$ cat src/rtl/ksr_pkg.sv
// Package for the keyed score table: command codes, queue item type and
// back-end state type. No dependencies.
package ksr_pkg;

    localparam int KEY_W   = 10;
    localparam int SCORE_W = 4;
    localparam int REP_W   = 8;
    localparam int RANK_W  = 8;
    localparam int TOT_W   = 32;
    localparam int PCT_W   = 8;
    localparam int PPM_W   = 4;
    localparam int IN_DW   = 32;
    localparam int OUT_DW  = 56;
    localparam int PCT_SCALE = 100;

    typedef enum logic [1:0] {
        OP_ADD   = 2'd0,
        OP_QUERY = 2'd1,
        OP_RANK  = 2'd2,
        OP_NOP   = 2'd3
    } t_op;

    typedef struct packed {
        t_op                op;
        logic [KEY_W-1:0]   key;
        logic [SCORE_W-1:0] score;
        logic [REP_W-1:0]   rep;
        logic [RANK_W-1:0]  rank;
    } t_item;

    typedef enum logic [3:0] {
        S_IDLE,
        S_LK_RD,
        S_LK_CMP,
        S_Q_MUL,
        S_Q_CHK,
        S_Q_DIV,
        S_RK_I_RD,
        S_RK_I_CAP,
        S_RK_J_RD,
        S_RK_J_CMP,
        S_OUT
    } t_state;

endpackage

$ cat src/rtl/ksr_front.sv
// Front end: accepts input items, decodes the command and holds them in a
// two-entry queue for the back end. Depends on ksr_pkg.
module ksr_front (
    input  logic                        i_clk,
    input  logic                        i_rst_n,
    input  logic                        s_axis_tvalid,
    output logic                        s_axis_tready,
    input  logic [ksr_pkg::IN_DW-1:0]   s_axis_tdata,
    input  logic [1:0]                  s_axis_tuser,
    output logic                        o_q_valid,
    output ksr_pkg::t_item              o_q_item,
    input  logic                        i_q_pop
);
    import ksr_pkg::*;

    t_item      r_buf [2];
    logic       r_wp, r_rp;
    logic [1:0] r_cnt;
    t_item      w_item;
    logic       w_push;

    always_comb begin
        w_item.op    = t_op'(s_axis_tuser);
        w_item.key   = s_axis_tdata[9:0];
        w_item.score = s_axis_tdata[13:10];
        w_item.rep   = s_axis_tdata[21:14];
        w_item.rank  = s_axis_tdata[29:22];
    end

    assign s_axis_tready = (r_cnt != 2'd2);
    assign w_push        = s_axis_tvalid && s_axis_tready;
    assign o_q_valid     = (r_cnt != 2'd0);
    assign o_q_item      = r_buf[r_rp];

    always_ff @(posedge i_clk) begin
        if (w_push) begin
            r_buf[r_wp] <= w_item;
        end
        if (!i_rst_n) begin
            r_wp  <= 1'b0;
            r_rp  <= 1'b0;
            r_cnt <= 2'd0;
        end else begin
            if (w_push) r_wp <= ~r_wp;
            if (i_q_pop) r_rp <= ~r_rp;
            r_cnt <= r_cnt + 2'(w_push) - 2'(i_q_pop);
        end
    end
endmodule

$ cat config.mk
export PLATFORM = sky130hd
export DESIGN_NAME = ksr_front
export DESIGN_NICKNAME = d
export VERILOG_FILES = /design/src/rtl/ksr_pkg.sv /design/src/rtl/ksr_front.sv
export SDC_FILE = /design/constraint.sdc
export NUM_CORES = 1
export LEC_CHECK = 0
export ABC_CLOCK_PERIOD_IN_PS = 2200
export BUFFER_PORTS_ARGS = -buffer_cell sky130_fd_sc_hd__buf_4
export CORE_ASPECT_RATIO = 2
export CORE_UTILIZATION = 51
export CTS_CLUSTER_DIAMETER = 50
export CTS_CLUSTER_SIZE = 20
export DETAILED_ROUTE_END_ITERATION = 10
export HOLD_SLACK_MARGIN = 0.06
export PLACE_DENSITY = 0.78
export RECOVER_POWER = 100
export SYNTH_ARGS = -nofsm -noshare
export SYNTH_HDL_FRONTEND = slang
export SYNTH_SLANG_ARGS = --single-unit
$ cat constraint.sdc
create_clock -name i_clk -period 2.2 [get_ports i_clk]
set_input_delay 0.44 -clock i_clk [delete_from_list [all_inputs] [get_ports i_clk]]
set_output_delay 0.44 -clock i_clk [all_outputs]
set_load 0.03 [all_outputs]
# == Word-level counts from Yosys, hierarchy flattened ==
# Memory sizes are Yosys's and may differ from the RTL's. A register that Yosys moved wholly into a read port is not among the register bits.
# Index checks and enable logic that the tools add are counted.
# word_totals
ff_bits,4
out_inout_bits,34
in_bits,38
n_memories,1
wordCells,15
romBits,0
ramBits,64
latchBits,0
# op_classes
multipliers,0
n_shift,0
n_addsub,2
bitwise,2
n_mux,4
div,0
n_reduce_logical,2
order_cmp,0
n_eq_ne,1
# mem_list
name,words,word_bits,rd,rd_ports_with_merged_regs,write_ports,line,text
r_buf,2,32,1,1,1,ksr_front.sv:16,t_item r_buf [2];
# op_table
cell,count
$mux 1,4
$add 2x1->2,1
$ne 2x2->1 const B,1
$not 1->1,2
$reduce_bool 2->1,1
$sub 2x1->2,1
$logic_and 1x1->1,1

# == Depth between registers and ports, before layout ==
# logic_depth
depth_word,4
mapped_depth,7
ltp_nobuf,7

# == Worst setup path after synthesis ==
# OpenSTA, ideal clock, no wires.
# synth_timing
path_type,register to register
startpoint,register r_cnt[0]
endpoint,memory r_buf[1][0] (netlist bit) (enable)
n_path_buf,0
t_required_ps,1808
stages_incl_launch_ff,3
setup_ps,392
period_less_slack_ps,2021
path_slack_ps,179
arrival_time_ps,1629
cell_sequence,dfxtp_1 -> nand2b_1 -> and3_1
# synth_between
elab_chain_len,4
# synth_lines
item,line,text
"start, declared",ksr_front.sv:18,logic [1:0] r_cnt;
"start signal, assigned",ksr_front.sv:46,r_cnt <= r_cnt + 2'(w_push) - 2'(i_q_pop);
$ne 2x2->1,ksr_front.sv:30,assign s_axis_tready = (r_cnt != 2'd2);
net s_axis_tready,ksr_front.sv:7,"output logic s_axis_tready,"
$logic_and 1x1->1,ksr_front.sv:31,assign w_push = s_axis_tvalid && s_axis_tready;
$mux 1,ksr_front.sv:36,if (w_push) begin
$mux 1 (not written as such),ksr_front.sv:37,r_buf[r_wp] <= w_item;
"end, declared",ksr_front.sv:16,
# The timed path passes the listed nets, and every way through them passes these cells.

==> reports/qor.txt <==
Ys Warns: 0
Register area share after synthesis: 0.785
Post-Synthesis Cells: 128
Core area: 4860 um^2
Period minus WS final: 1.95 ns
Leak pwr: 1.24 nW
CTS H-tree lvls: 3
Final non-filler cell total: 271
Final setup fails: 0
Post-CTS Setup Bufs: 0
Max Cap Viol: 0
Combinational power share: 0.171
Average routed wire per standard cell: 16.3 um
FILL cells: 377
CP Data Required Time: 1.76 ns
Slowest stage delay, CP: 0.38 ns
CTS Hold Buffers Added: 0
Clock Sinks: 69
Height of the die: 103 um
Synth Register Bits: 69
Initial antenna violation count: 0
Vias in the first global route: 1475
Post-synth cell types: 24
Outcome: complete, no violations
Setup Skew: 0.00513 ns
DRC: 0
Final count of hold timing violations: 0
Gr ovfl total: 0
CTS clock-pin slew for the worst setup and hold paths: 0.07 ns
TritonCTS clock tree: done
# resized after CTS: 0
Initial DRC count: 32
Post-synth top area share: 0.746
# diodes: 0
Psw: 0.813 mW
RSZ-0062 raised after global routing: false
Total I/O pin count: 72
Sequential power share: 0.495
Setup crit end kind: output port
Slew @ Worst Pin: 0.712 ns
Multi-input gate area: 519 um^2
Placer Congestion: 0.653
Synth Area in XOR/XNOR: 0.00680
Max-slew violation count: 0
Post-synthesis mux area share: 0.144
Clk Latency, worst-skew pair: 0.33 ns
Post-synthesis compound-gate area fraction: 0.0175
Via/cell ratio: 5.19
P&R area growth vs syn: 26.9%
Pwr Total: 3.24 mW
Register area: 2020 um^2
WHS: 0.311 ns
Final worst-path cycle share: 0.888
Placed Instances: 255
Num rows: 36
CTS Buffer Depth: 2
Vias: 1406
Total track usage: 0.184
First-pass GRT wire length: 6620 um
CP max FO: 12
Die area: 5360 um^2
Clock share of power: 0.335
Startpoint Class: register
Post-Synth Adder-Cell Area: 0.00486
Power density over the cells: 991 nW/um^2
WP data arrival: 1.51 ns
Peak Freq: 0.512 GHz
Num CTS Buffers: 9
Nets: 248
Cell Area, Synth: 2580 um^2
Slew headroom: 0.525
Post-Synthesis Net Count: 167
Total negative slack: 0 ns
Switching Fraction: 0.251
Remaining antenna violation count after routing: 0
Crit-path slowest cell: mux2_2
Simple-Gate Fraction of Synth Area: 0.0287
Internal power: 2.43 mW
Root Driver: clkbuf_8
Final WL: 4430 um
Die Width: 52.3 um
Worst path cell trace: clkbuf_2 -> mux2_2 -> clkbuf_2
Setup CP Type: register to output port
Initial Util: 0.530
Ratio of cells with drive above 1 in the final layout: 0.514
Post-DP HPWL: 3230 um
Peak supply drop: 0.761 mV
Dominant cell type by area after synthesis: edfxtp_1
Pre-Repair DR Iteration Count: 4
HP Class: primary input to register
Largest family of logic cells by synthesized area: multiplexers
Avg Inst Size Synth: 20.1 um^2
Buffers on Ports: 69
Synth top area cells: edfxtp_1 (75%), mux2_2 (13%), dfxtp_1 (3.9%)
Pin count of the biggest net entering global routing: 29
Most used cell, CP: clkbuf_2
[routing by layer]
layer | global-route usage | part of all wire | vias up
met4 | 0.109 | 0.037 | 0
met5 | 0 | 0 | -
met1 | 0.162 | 0.32 | 686
met3 | 0.0634 | 0.041 | 12
li1 | - | - | 663
met2 | 0.339 | 0.60 | 45
[synthesized netlist by cell type]
master,n
a211o_1,1
a211oi_1,1
a21bo_2,1
a21boi_1,1
a21boi_2,1
and2_1,3
and3_1,1
buf_4,3
clkbuf_2,1
dfxtp_1,5
edfxtp_1,64
ha_1,1
inv_1,2
mux2_1,2
mux2_2,30
mux2i_1,1
nand2_1,2
nand2b_1,1
nand3_1,1
nand3b_1,2
nor4b_1,1
or2_2,1
xnor2_1,1
xor2_1,1
[area by class of cell]
class                   count  area share
multi-input cells          53       0.159
clock buffers              11      0.0432
clock inverters             5      0.0226
repair buffers             74       0.133
well taps                  57      0.0218
inverters                   2     0.00230
flip-flops and latches     69       0.618
[stage by stage]
step / setup slack [ns] / utilization / instance area (um^2)
after floorplan: 0.179 / - / 2580
after global placement: 0.629 / 0.655 / 3190
after detailed placement: 0.586 / 0.655 / 3190
after CTS: 0.248 / 0.700 / 3400
after global routing: 0.173 / 0.672 / 3270
final: 0.247 / 0.672 / 3270
[worst paths after layout]
kind | start | end | slack [ns] | cells past startpoint
hold / removal | s_axis_tdata[4] | r_buf[0][24] | 0.31 | 1
hold reg to reg | r_wp | r_wp | 0.59 | 2
setup reg to reg | r_cnt[0] | r_buf[1][0] | 0.32 | 3
setup / recovery | register | o_q_item[2] | 0.25 | 3
[flip-flops by register name, summed over array words and instances, names as in the netlist, named ones only]
| name | flops |
|---|---|
| r_buf | 64 |
| r_cnt | 2 |
| r_rp | 1 |
| r_wp | 1 |
[cells by family after synthesis]
family	count (synthesis)
AOI/OAI and AO/OA	5
xor gates and xnor gates	2
DFF	69
adders and majority gates	1
buffers and inverters	6
and+or+nand+nor	12
muxes	33
[layout by cell type (no fill, tap or decap), types with 2 or more instances in the layout]
| cell | netlist | final |
|---|---|---|
| and2_1 | 3 | 3 |
| buf_4 | 3 | 6 |
| bufinv_16 | 0 | 2 |
| clkbuf_1 | 0 | 12 |
| clkbuf_2 | 1 | 32 |
| clkbuf_4 | 0 | 25 |
| clkbuf_8 | 0 | 10 |
| clkinv_2 | 0 | 2 |
| dfxtp_1 | 5 | 5 |
| edfxtp_1 | 64 | 64 |
| inv_1 | 2 | 2 |
| mux2_1 | 2 | 2 |
| mux2_2 | 30 | 30 |
| nand2_1 | 2 | 2 |
| nand3b_1 | 2 | 2 |
[power by group through the flow]
stage          logic [mW]  clock network, mW  registers (mW)
4_1_cts             0.634               1.11            1.60
6_report            0.552               1.09            1.60
2_1_floorplan       0.389                  0            1.62
3_5_place_dp        0.632                  0            1.63
5_1_grt             0.586               1.17            1.61
3_3_place_gp        0.614                  0            1.62
[worst max-delay path, delay by kind of cell, from the launching register on]
family / cells / cell delay [ns]
multiplexers: 1 / 0.38
flip-flops: 1 / 0.33
buffers and inverters: 2 / 0.46
Note: power is estimated with default switching activity, not from simulation.
